File: src/rtl/itr_pkg.sv
// shared types, constants and helpers for the radix text converter
`default_nettype none

package itr_pkg;

    localparam int VALUE_BITS_DEF = 32;
    localparam int DIGIT_W = 6;
    localparam int CHAR_W = 7;
    localparam int BASE_W = 6;

    localparam logic [BASE_W-1:0] RADIX_MIN = 6'd2;
    localparam logic [BASE_W-1:0] RADIX_MAX = 6'd36;
    localparam logic [BASE_W-1:0] RADIX_DEC = 6'd10;

    localparam logic [CHAR_W-1:0] CHAR_NUL = 7'h00;
    localparam logic [CHAR_W-1:0] CHAR_ZERO = 7'h30;
    localparam logic [CHAR_W-1:0] CHAR_A = 7'h61;
    localparam logic [CHAR_W-1:0] CHAR_MINUS = 7'h2d;
    localparam logic [DIGIT_W-1:0] DIGIT_TEN = 6'd10;

    typedef enum logic [2:0] {
        ST_IDLE,
        ST_DIVIDE,
        ST_SIGN,
        ST_LOAD,
        ST_POP,
        ST_TERM
    } itr_state_t;

    // one remainder digit handed from the divider to the control
    typedef struct packed {
        logic               valid;
        logic               last;
        logic [DIGIT_W-1:0] value;
    } itr_digit_t;

    function automatic logic [CHAR_W-1:0] digit_char(input logic [DIGIT_W-1:0] d);
        logic [CHAR_W-1:0] ch;
        if (d < DIGIT_TEN)
            ch = CHAR_ZERO + {1'b0, d};
        else
            ch = CHAR_A + {1'b0, d} - {1'b0, DIGIT_TEN};
        return ch;
    endfunction

endpackage

`default_nettype wire

File: src/rtl/itr_div.sv
// bit-serial restoring divider that peels off digits least significant first
`default_nettype none

module itr_div
    import itr_pkg::*;
#(
    parameter int VALUE_BITS = VALUE_BITS_DEF
)
(
    input  wire logic                  clk,
    input  wire logic                  rst_n,
    input  wire logic                  start,
    input  wire logic [VALUE_BITS-1:0] dividend,
    input  wire logic [BASE_W-1:0]     radix,
    output itr_digit_t                 dig
);

    localparam int BW = (VALUE_BITS > 1) ? $clog2(VALUE_BITS) : 1;
    localparam logic [BW-1:0] BIT_LAST = BW'(VALUE_BITS - 1);

    logic                  run_reg, run_next;
    logic [VALUE_BITS-1:0] q_reg, q_next;
    logic [DIGIT_W-1:0]    rem_reg, rem_next;
    logic [BASE_W-1:0]     radix_reg, radix_next;
    logic [BW-1:0]         bit_reg, bit_next;
    logic                  nz_reg, nz_next;

    logic [DIGIT_W:0]      trial;
    logic                  ge;
    logic [DIGIT_W:0]      diff;
    logic [DIGIT_W-1:0]    rem_step;

    always_comb
    begin
        trial = {rem_reg, q_reg[VALUE_BITS-1]};
        ge = trial >= {1'b0, radix_reg};
        diff = trial - {1'b0, radix_reg};
        rem_step = ge ? diff[DIGIT_W-1:0] : trial[DIGIT_W-1:0];

        run_next = run_reg;
        q_next = q_reg;
        rem_next = rem_reg;
        radix_next = radix_reg;
        bit_next = bit_reg;
        nz_next = nz_reg;
        dig = '0;

        if (start)
        begin
            run_next = 1'b1;
            q_next = dividend;
            rem_next = '0;
            radix_next = radix;
            bit_next = '0;
            nz_next = 1'b0;
        end
        else if (run_reg)
        begin
            q_next = {q_reg[VALUE_BITS-2:0], ge};
            rem_next = rem_step;
            nz_next = nz_reg | ge;
            bit_next = bit_reg + 1'b1;
            if (bit_reg == BIT_LAST)
            begin
                // one digit done, quotient stays in place for the next pass
                dig.valid = 1'b1;
                dig.value = rem_step;
                dig.last = !(nz_reg | ge);
                rem_next = '0;
                bit_next = '0;
                nz_next = 1'b0;
                run_next = nz_reg | ge;
            end
        end
    end

    always_ff @(posedge clk or negedge rst_n)
    begin
        if (!rst_n)
            run_reg <= 1'b0;
        else
            run_reg <= run_next;
    end

    always_ff @(posedge clk)
    begin
        q_reg <= q_next;
        rem_reg <= rem_next;
        radix_reg <= radix_next;
        bit_reg <= bit_next;
        nz_reg <= nz_next;
    end

endmodule

`default_nettype wire

File: config.mk
export PLATFORM = sky130hd
export DESIGN_NAME = itr_div
export DESIGN_NICKNAME = d
export VERILOG_FILES = /design/src/rtl/itr_pkg.sv /design/src/rtl/itr_div.sv
export SDC_FILE = /design/constraint.sdc
export NUM_CORES = 1
export LEC_CHECK = 0
export BUFFER_PORTS_ARGS = -buffer_cell sky130_fd_sc_hd__buf_2
export CAP_MARGIN = 20
export CORE_MARGIN = 3
export CORE_UTILIZATION = 50
export CTS_CLUSTER_DIAMETER = 60
export DETAILED_ROUTE_END_ITERATION = 8
export MAX_ROUTING_LAYER = met4
export PLACE_DENSITY = 0.76
export SYNTH_ARGS = -nofsm -noshare
export SYNTH_HDL_FRONTEND = slang
export SYNTH_SLANG_ARGS = --single-unit
File: constraint.sdc
create_clock -name clk -period 1.9 [get_ports clk]
set_input_delay 0.19 -clock clk [delete_from_list [all_inputs] [get_ports clk]]
set_output_delay 0.19 -clock clk [all_outputs]
set_load 0.005 [all_outputs]
==> run_results.csv <==
group,metric,value,unit
status,outcome,"finished with violations",
status,violations,"negative setup slack",
critical_path,cp_max_fo,7,
critical_path,cp.required,1.71,ns
placement,detailed_place_hpwl,3720,um
logic_synthesis,ys_ff_latch,51,
critical_path,slowest_stage,"dfxtp_1",
grt,overflow,0,
detailed_routing,wl_met1,2410,um
power,vdd_drop_max,0.542,mV
critical_path,cp_data_arrival_time,2.07,ns
logic_synthesis,synth_area_leaders,"edfxtp_1, mux2_2, dfxtp_1, ha_1, inv_1",
min_path,min_to,"radix_reg[2]",
grt,grt_pass1_wl,9760,um
logic_synthesis,synth.distinct_cells,49,
clock_network,clk_latency,0.30,ns
detailed_routing,drtIter0Drc,108,
critical_path,cp.buffers_inverters,3,
cells_and_area,fillers,326,
critical_path,startpoint_type,"flop",
power,p_leak,1.53,nW
die,core,4880,sq um
critical_path,critPathMaxStageDelay,0.43,ns
clock_network,cts_buffers,5,
die,die_area,6100,sq um
logic_synthesis,avgSynthCellArea,12.3,sq um
grt,grt.total_usage,0.207,
sta,hold_viol,0,
detailed_routing,post_drt_wl_per_cell,15.7,um
logic_synthesis,synth-edff-count,38,
sta,hold_ws,0.0547,ns
clock_network,root_buffer,"clkbuf_8",
sta,setup_viol,9,
placement,io_buffers,48,
detailed_routing,drt_pass1_iterations,4,
clock_network,clk_path_buf_depth,2,
job,drv_cap,0,
min_path,holdPathStages,1,
cells_and_area,diodes,0,
detailed_routing,top_layer,"met4",
sta,fin_crit_sh,1.19,
sta,slew_headroom,0.644,
die,dieHeight,78.1,um
min_path,holdCritStartpoint,"radix[2]",
min_path,hp-class,"in -> reg",
critical_path,worst_r2r_path_depth,9,
logic_synthesis,synth_flop_cell,"edfxtp_1",
sta,postLayoutSetupSlackWorst,-0.359,ns
detailed_routing,dr_total_vias,2028,
logic_synthesis,syn_area,2600,sq um
placement,gp_congestion,0.900,
die,io-pin-count,49,
logic_synthesis,yosysWarnings,0,
clock_network,clk_pin_slew,0.10,ns
detailed_routing,via_per_inst,5.48,
logic_synthesis,synth_top_area_cell,"edfxtp_1",
detailed_routing,ant_nets,0,
grt,grt_max_degree,33,
sta,finalMaxSlewViolations,0,
critical_path,rr_endpoint,"run_reg",
logic_synthesis,synth.yosys.seq_area_share,0.541,
clock_network,tritoncts,"built",
clock_network,clkSinkCount,51,
power,p_per_area,993,nW/um^2
detailed_routing,wl_met3,328,um
logic_synthesis,syn_inst,212,
critical_path,setup.worst_path.class,"reg -> out",
cells_and_area,syn_to_final_growth,42.2,%
critical_path,crit_chain,"ha_4 > buf_12 > a21oi_4 > a31o_1 > buf_6 > nand4_1 > o31ai_4 > buf_2",
cells_and_area,layout-drive-gt1-share,0.604,
grt,grt_pass1_vias,2048,
die,core.rowCount,25,
cells_and_area,nets,353,
critical_path,cp-end-kind,"output pin",
grt,antenna_found_initial,0,
sta,rsz0062_at_grt,"yes",
logic_synthesis,postSynth.asyncResetShare,0.0196,
clock_network,htree_levels,2,
sta,finClkSkew,0.00944,ns
critical_path,r2r-start,"rem_reg[1]",
die,initial_core_util,0.533,
logic_synthesis,synth_commonest_cells,"edfxtp_1, mux2_2, inv_1",
detailed_routing,wl_met2,3000,um
logic_synthesis,synth_most_common_cell,"edfxtp_1",
cells_and_area,largest_register_ffs,32,
sta,setup_tns,-2.16,ns
sta,tightest_slew,0.533,ns
critical_path,crit_family,"compound AO/OA/AOI/OAI gates",
sta,fin_crit,2.26,ns
detailed_routing,drc,0,
sta,max_freq,443,MHz
critical_path,r2r_setup_slack,-0.04,ns
die,die_w,78.1,um
detailed_routing,routed_wl,5820,um
cells_and_area,utilization,0.758,
logic_synthesis,syn_nets,263,
logic_synthesis,synth_top_area_share,0.439,
[report_power, final]
part	internal (mW)	total (mW)	switching, mW
clock	0.386	0.738	0.352
combinational	0.812	1.48	0.667
sequential	1.36	1.46	0.0977
total	2.56	3.67	1.12
[routing by layer]
layer | up-vias | track usage
met5 | - | -
met4 | 0 | 0.0455
met3 | 13 | 0.0436
met2 | 67 | 0.350
met1 | 975 | 0.257
li1 | 973 | -
[cells by family after synthesis]
kind of cell	Yosys count	share of synthesized area
flops	51	0.541
buf+inv	24	0.0385
simple gates	51	0.108
compound gates	40	0.108
fa+ha+maj	10	0.0510
xor+xnor	1	0.00337
mux	35	0.151
[metrics by stage]
stage               cell area, sq um  total power, mW  std cells  worst slack (ns)
global placement                3150             2.41        350           -0.0781
finish                          3700             3.67        370            -0.359
detailed placement              3150             2.43        350            -0.162
floorplan                       2600             2.02        212            0.0547
global route                    3700             3.88        370            -0.443
CTS                             3610             3.58        368            -0.348
[how the worst max path moves through the flow]
stage,startpoint,cells after the start,slack (ns),end
3_5_place_dp,q_reg[31],9,-0.16,dig[4]
3_3_place_gp,q_reg[31],9,-0.08,dig[4]
4_1_cts,q_reg[31],9,-0.35,dig[4]
6_report,rem_reg[1],8,-0.36,dig[5]
5_1_grt,radix_reg[2],9,-0.44,dig[3]
2_1_floorplan,radix_reg[2],8,0.05,q_reg[0]
[area by class of cell]
class,instances,area (sq um),share of cell area
Clock buffer,5,68.8,0.0186
Timing Repair Buffer,93,658,0.178
Tap cell,67,83.8,0.0227
Sequential cell,51,1410,0.381
Clock inverter,3,38.8,0.0105
Multi-Input combinational cell,137,1390,0.375
Inverter,14,52.6,0.0142
[repair_timing]
| item | in CTS | in global routing |
|---|---|---|
| endpoints found under the hold margin | 1 | 0 |
| hold buffers | 1 | 0 |
| endpoints found under the setup margin | 9 | 16 |
| gates resized for setup | 53 | 15 |
| pin swaps | 19 | 7 |
| setup buffers | 10 | 3 |
[layout by cell type, fill, tap and decap left out, drive strengths merged, types with 9 or more instances in the layout]
cell / n
edfxtp: 38
ha: 9
mux2: 33
inv: 14
nand2: 10
dfxtp: 12
nor2: 9
a21oi: 11
buf: 92
No activity file was read; power rests on OpenSTA's default activity.
