--- src/rtl/itr_pkg.sv ---
// shared types, constants and helpers for the radix text converter
`default_nettype none

package itr_pkg;

    localparam int VALUE_BITS_DEF = 32;
    localparam int DIGIT_W = 6;
    localparam int CHAR_W = 7;
    localparam int BASE_W = 6;

    localparam logic [BASE_W-1:0] RADIX_MIN = 6'd2;
    localparam logic [BASE_W-1:0] RADIX_MAX = 6'd36;
    localparam logic [BASE_W-1:0] RADIX_DEC = 6'd10;

    localparam logic [CHAR_W-1:0] CHAR_NUL = 7'h00;
    localparam logic [CHAR_W-1:0] CHAR_ZERO = 7'h30;
    localparam logic [CHAR_W-1:0] CHAR_A = 7'h61;
    localparam logic [CHAR_W-1:0] CHAR_MINUS = 7'h2d;
    localparam logic [DIGIT_W-1:0] DIGIT_TEN = 6'd10;

    typedef enum logic [2:0] {
        ST_IDLE,
        ST_DIVIDE,
        ST_SIGN,
        ST_LOAD,
        ST_POP,
        ST_TERM
    } itr_state_t;

    // one remainder digit handed from the divider to the control
    typedef struct packed {
        logic               valid;
        logic               last;
        logic [DIGIT_W-1:0] value;
    } itr_digit_t;

    function automatic logic [CHAR_W-1:0] digit_char(input logic [DIGIT_W-1:0] d);
        logic [CHAR_W-1:0] ch;
        if (d < DIGIT_TEN)
            ch = CHAR_ZERO + {1'b0, d};
        else
            ch = CHAR_A + {1'b0, d} - {1'b0, DIGIT_TEN};
        return ch;
    endfunction

endpackage

`default_nettype wire

--- src/rtl/itr_stack.sv ---
// digit memory used as a stack to reverse the digit order
`default_nettype none

module itr_stack
    import itr_pkg::*;
#(
    parameter int DEPTH = VALUE_BITS_DEF,
    parameter int AW = $clog2(VALUE_BITS_DEF)
)
(
    input  wire logic               clk,
    input  wire logic               wr_en,
    input  wire logic [AW-1:0]      wr_addr,
    input  wire logic [DIGIT_W-1:0] wr_data,
    input  wire logic [AW-1:0]      rd_addr,
    output logic [DIGIT_W-1:0]      rd_data
);

    logic [DIGIT_W-1:0] mem [DEPTH];

    always_ff @(posedge clk)
    begin
        if (wr_en)
            mem[wr_addr] <= wr_data;
        rd_data <= mem[rd_addr];
    end

endmodule

`default_nettype wire

--- config.mk ---
export PLATFORM = sky130hd
export DESIGN_NAME = itr_stack
export DESIGN_NICKNAME = d
export VERILOG_FILES = /design/src/rtl/itr_pkg.sv /design/src/rtl/itr_stack.sv
export SDC_FILE = /design/constraint.sdc
export NUM_CORES = 1
export LEC_CHECK = 0
export ABC_CLOCK_PERIOD_IN_PS = 3000
export BUFFER_PORTS_ARGS = -buffer_cell sky130_fd_sc_hd__buf_2
export CAP_MARGIN = 20
export CORE_UTILIZATION = 55
export DETAILED_ROUTE_END_ITERATION = 8
export PLACE_DENSITY_LB_ADDON = 0.15
export REMOVE_ABC_BUFFERS = 1
export SLEW_MARGIN = 20
export SYNTH_ARGS = -nofsm -noshare
export SYNTH_HDL_FRONTEND = slang
export SYNTH_SLANG_ARGS = --single-unit
export TNS_END_PERCENT = 30
--- constraint.sdc ---
create_clock -name clk -period 3 [get_ports clk]
set_input_delay 0.45 -clock clk [delete_from_list [all_inputs] [get_ports clk]]
set_output_delay 0.45 -clock clk [all_outputs]
set_load 0.01 [all_outputs]
==> results of run 1 <==
[synthesized netlist by cell type (all sizes together)]
library cell	instances	area share
edfxtp	192	0.76
mux4	60	0.18
nor2	33	0.016
buf	7	0.0068
clkbuf	7	0.0035
dfxtp	6	0.016
mux2	6	0.0089
nand3b	5	0.0049
or3b	3	0.0035
nand3	2	0.0013
nand2	1	0.00049
or3	1	0.00082
[registers in the layout, indices dropped and copies added (netlist names)]
register / count
mem: 192
rd_data: 6
[path summary, 6_finish.rpt]
kind | end | slack, ps | cells after the start
max reg2reg | rd_data[4] | 1200 | 3
min reg2reg | rd_data[5] | 890 | 3
max | rd_data[3] | 1010 | 5
min | rd_data[0] | 420 | 2
[where the power goes]
part | internal (mW) | switching [mW] | total [mW]
combinational | 0.129 | 0.158 | 0.287
sequential | 3.08 | 0.0189 | 3.09
clock | 1.46 | 0.919 | 2.38
total | 4.66 | 1.10 | 5.76
[cell type report]
class | count | area [um2]
well taps | 176 | 220
clock buffers | 23 | 478
multi-input cells | 111 | 1630
fillers | 917 | 4810
repair buffers | 26 | 178
clock inverters | 9 | 149
flip-flops and latches | 198 | 5890
[routing by layer]
metal | share of wire | GRT usage
met5 | 0 | 0
met2 | 0.45 | 0.310
met4 | 0.018 | 0.0773
met1 | 0.46 | 0.352
met3 | 0.068 | 0.0489
[cells by family (layout without fill, tap and decap cells)]
kind of cell,after synthesis,count (layout),share of synthesized area
flops,198,198,0.775
buf+inv,14,58,0.0102
mux,66,66,0.187
simple gates,45,45,0.0274
==> reports/qor.yml, run 1 <==
detailed_routing:
  final_antenna_net_count: 0
  wl_per_cell_um: 25.6
  totalWireLength_um: 13900
  dr.pass1.iters: 4
  drc: 0
  vias: 3302
  drtIter0Drc: 270
  vias_per_cell: 6.08
critical_path:
  crit_family: "multiplexers"
  critPathCaptureType: "flop"
  start_kind: "input pin"
  cp.arrival_ps: 2310
  crit_path_cell_trace: "buf_4 > buf_12 > mux4_2 > mux4_2 > mux2_2"
  cp.required_ps: 3330
  crit_type: "in2reg"
  regToRegStartpoint: "mem[23][4]"
  cp_common_cell: "mux4_2"
  crit_slowest_cell: "mux4_2"
  crit_path_max_fanout: 23
  cp.buffers_inverters: 2
  crit_start: "rd_addr[0]"
  crit_path_max_incr_delay_ps: 550
clock_network:
  post_cts_resized: 0
  clkLatencyLatePin_ps: 440
  clk_path_buf_depth: 2
  cts_sinks: 198
  cts.clk_slew.worst_paths_ps: 70
  post_cts_buffers: 0
  cts_hold_buf: 0
  cts_tree: "done"
  cts_inserted_buffers: 17
  cts-root-buf: "clkbuf_16"
  h-tree-depth: 4
timing:
  rsz0062_at_grt: "no"
  holdWs_ps: 418
  max_freq_ghz: 0.503
  slew_viol_final: 0
  hold_violations: 0
  fin_ws_ps: 1010
  min_period_ps: 1990
  maxSlewHeadroom: 0.570
  clock_skew_ps: 6.58
  fin_crit_sh: 0.663
  fin_tns_setup_ps: 0
  tightest_slew_ps: 642
  finalSetupViolations: 0
placed_design:
  dp.cells: 511
  dpl_cell_area_um2: 7910
  place_ws_ps: 523
  dp_hpwl_um: 9070
  globalplace.congestion: 0.774
  port_buffers: 23
final_layout:
  nets: 372
  final_common_cell: "edfxtp_1"
  syn2layout_area_growth_pct: 12.5
  n_antenna_cell: 0
  layout-drive-gt1-share: 0.338
  final_area_um2: 8540
  utilization: 0.640
  final_cells: 543
  final_cell_mix: "192 x edfxtp_1, 60 x mux4_2, 33 x nor2_1"
grt:
  grt_pass1_wl_um: 21900
  grt_pass1_vias: 3391
  grt_antenna_before_repair: 0
  grt_max_degree: 41
  grt_overflow: 0
  grt_util_all_layers: 0.223
yosys:
  yosysWarnings: 0
  avgSynthCellArea_um2: 23.5
  syn_inst: 323
  syn_area_um2: 7590
  synth_cell_types: 14
  ys_seq_area_frac: 0.775
  synth-seq-cells: 198
floorplan:
  die_x_um: 119
  io_pins: 24
  start_util: 0.569
  die_area_um2: 14300
  core_um2: 13300
  rows: 42
  die_h_um: 119
hold_path:
  hold_path.class: "in2reg"
  hold_start: "rd_addr[3]"
pwr:
  powerDensity_nw_per_um2: 674
  power.total_mw: 5.76
  p_leak_nw: 2.67
  ir_worst_vdd_v: 0.000418
flow_run:
  cap_violations: 0
outcome:
  status: "complete, no violations"
Power figures use the tool's default switching activity.
==> run 2, diff against run 1 <==
- ABC_CLOCK_PERIOD_IN_PS: 3000 -> 1900
- clock period: 3 -> 1.9 ns (I/O delays scaled with it)
==> reports/qor.yml, run 2 (synthesis results as in run 1) <==
timing:
  clock_skew_ps: 11.3  # was 6.58 ps
  holdWs_ps: 250  # was 418 ps
  fin_crit_sh: 0.962
  rsz0062_at_grt: "no"  # unchanged
  tightest_slew_ps: 623  # was 642 ps
  maxSlewHeadroom: 0.585  # was 0.570
  slew_viol_final: 0  # unchanged
  finalSetupViolations: 0  # unchanged
  min_period_ps: 1830
  max_freq_ghz: 0.547
  hold_violations: 0  # unchanged
placed_design:
  dp_hpwl_um: 9200  # was 9070 um
  globalplace.congestion: 0.723  # was 0.774
  port_buffers: 23  # unchanged
  dpl_cell_area_um2: 8230  # was 7910 um2
floorplan:
  die_h_um: 119  # unchanged
  start_util: 0.569  # unchanged
  core_um2: 13300  # unchanged
  die_area_um2: 14300  # unchanged
  io_pins: 24  # unchanged
  die_x_um: 119  # unchanged
  rows: 42  # unchanged
final_layout:
  nets: 410  # was 372
  final_cell_mix: "192 x edfxtp_1, 60 x mux4_2, 36 x buf_4"  # was 192 x edfxtp_1, 60 x mux4_2, 33 x nor2_1
  final_area_um2: 8820  # was 8540 um2
  top_register: "mem"  # unchanged
  syn2layout_area_growth_pct: 16.3  # was 12.5%
  n_antenna_cell: 0  # unchanged
  largest_reg_flops: 192  # unchanged
  reg.largest.list: "mem: 192 flops, rd_data: 6 flops"  # unchanged
  final_common_cell: "edfxtp_1"  # unchanged
  layout-drive-gt1-share: 0.407  # was 0.338
  utilization: 0.661  # was 0.640
critical_path:
  crit_path_max_incr_delay_ps: 540  # was 550 ps
  crit_slowest_cell: "mux4_2"  # unchanged
  crit_type: "reg2reg"  # was in2reg
  critPathCaptureType: "flop"  # unchanged
  cp.required_ps: 2210  # was 3330 ps
  cp.arrival_ps: 2140  # was 2310 ps
  start_kind: "flop"  # was input pin
  crit_path_max_fanout: 1  # was 23
  cp_common_cell: "mux4_2"  # unchanged
  crit_path_cell_trace: "mux4_2 > mux4_2 > mux2_2"  # was buf_4 > buf_12 > mux4_2 > mux4_2 > mux2_2
grt:
  met1_usage: 0.341  # was 0.352
  grt_pass1_wl_um: 21600  # was 21,900 um
  top_usage_layer: "met1"  # unchanged
  grt_overflow: 0  # unchanged
  grt_pass1_vias: 3448  # was 3,391
  grt_max_degree: 33  # was 41
  use_met2: 0.318  # was 0.310
  gr-usage-met3: 0.0522  # was 0.0489
  grt_util_all_layers: 0.223  # about the same
  grt_antenna_before_repair: 0  # unchanged
pwr:
  p_leak_nw: 2.86  # was 2.67 nW
  powerDensity_nw_per_um2: 1000  # was 674 nW/um2
  ir_worst_vdd_v: 0.000667  # was 0.000418 V
detailed_routing:
  drtIter0Drc: 246  # was 270
  final_antenna_net_count: 0  # unchanged
  wl_per_cell_um: 24.0  # was 25.6 um
  dr.pass1.iters: 4  # unchanged
  vias_per_cell: 5.78  # was 6.08
  drc: 0  # unchanged
  vias: 3358  # was 3,302
  totalWireLength_um: 13900  # about the same
clock_network:
  clkLatencyLatePin_ps: 430  # was 440 ps
  cts-root-buf: "clkbuf_16"  # unchanged
  cts_tree: "done"  # unchanged
  cts_sinks: 198  # unchanged
  cts.clk_slew.worst_paths_ps: 70  # about the same
  cts_hold_buf: 0  # unchanged
  h-tree-depth: 4  # unchanged
  clk_path_buf_depth: 2  # unchanged
  cts_inserted_buffers: 17  # unchanged
  post_cts_resized: 0  # unchanged
  post_cts_buffers: 0  # unchanged
hold_path:
  hold_path.class: "in2reg"  # unchanged
flow_run:
  cap_violations: 0  # unchanged
outcome:
  status: "complete, no violations"  # unchanged
## run 2: critical path, delay by kind of cell, from the launching register on
| kind | cells | cell delay (ps) |
|---|---|---|
| mux | 3 | 1350 |
| flops | 1 | 370 |
## run 2: final cells by class
cell class / count / area, um2
Timing Repair Buffer: 64 / 500
Sequential cell: 198 / 5890
Clock inverter: 12 / 125
Tap cell: 176 / 220
Multi-Input combinational cell: 111 / 1630
Fill cell: 903 / 4520
Clock buffer: 20 / 467
## run 2: worst paths after layout
path / from / to / slack [ps] / depth (start not counted)
hold reg to reg: mem[2][1] / rd_data[1] / 920 / 3
hold / removal: rd_addr[3] / rd_data[2] / 250 / 2
setup reg to reg: mem[21][4] / rd_data[4] / 70 / 3
setup / recovery: mem[21][4] / rd_data[4] / 70 / 3
## run 2: through the flow
stage                     cells  setup TNS [ps]  total power, mW  setup slack, ps
after floorplan             309               0             5.18              287
after global placement      549           -1550             5.45             -333
after CTS                   581               0             8.94             75.7
after detailed placement    549           -1560             5.46             -335
after global routing        581               0             9.13             59.5
final                       581               0             8.86             72.8
## run 2: power by group
part / internal [mW] / switching [mW] / total (mW)
clock: 2.04 / 1.47 / 3.51
combinational: 0.229 / 0.256 / 0.485
sequential: 4.85 / 0.0179 / 4.87
total: 7.12 / 1.74 / 8.86
## run 2: routing by layer
| layer | part of all wire | wire, um |
|---|---|---|
| met1 | 0.44 | 6140 |
| met2 | 0.48 | 6740 |
| met3 | 0.058 | 811 |
| met4 | 0.018 | 257 |
| met5 | 0 | 0 |
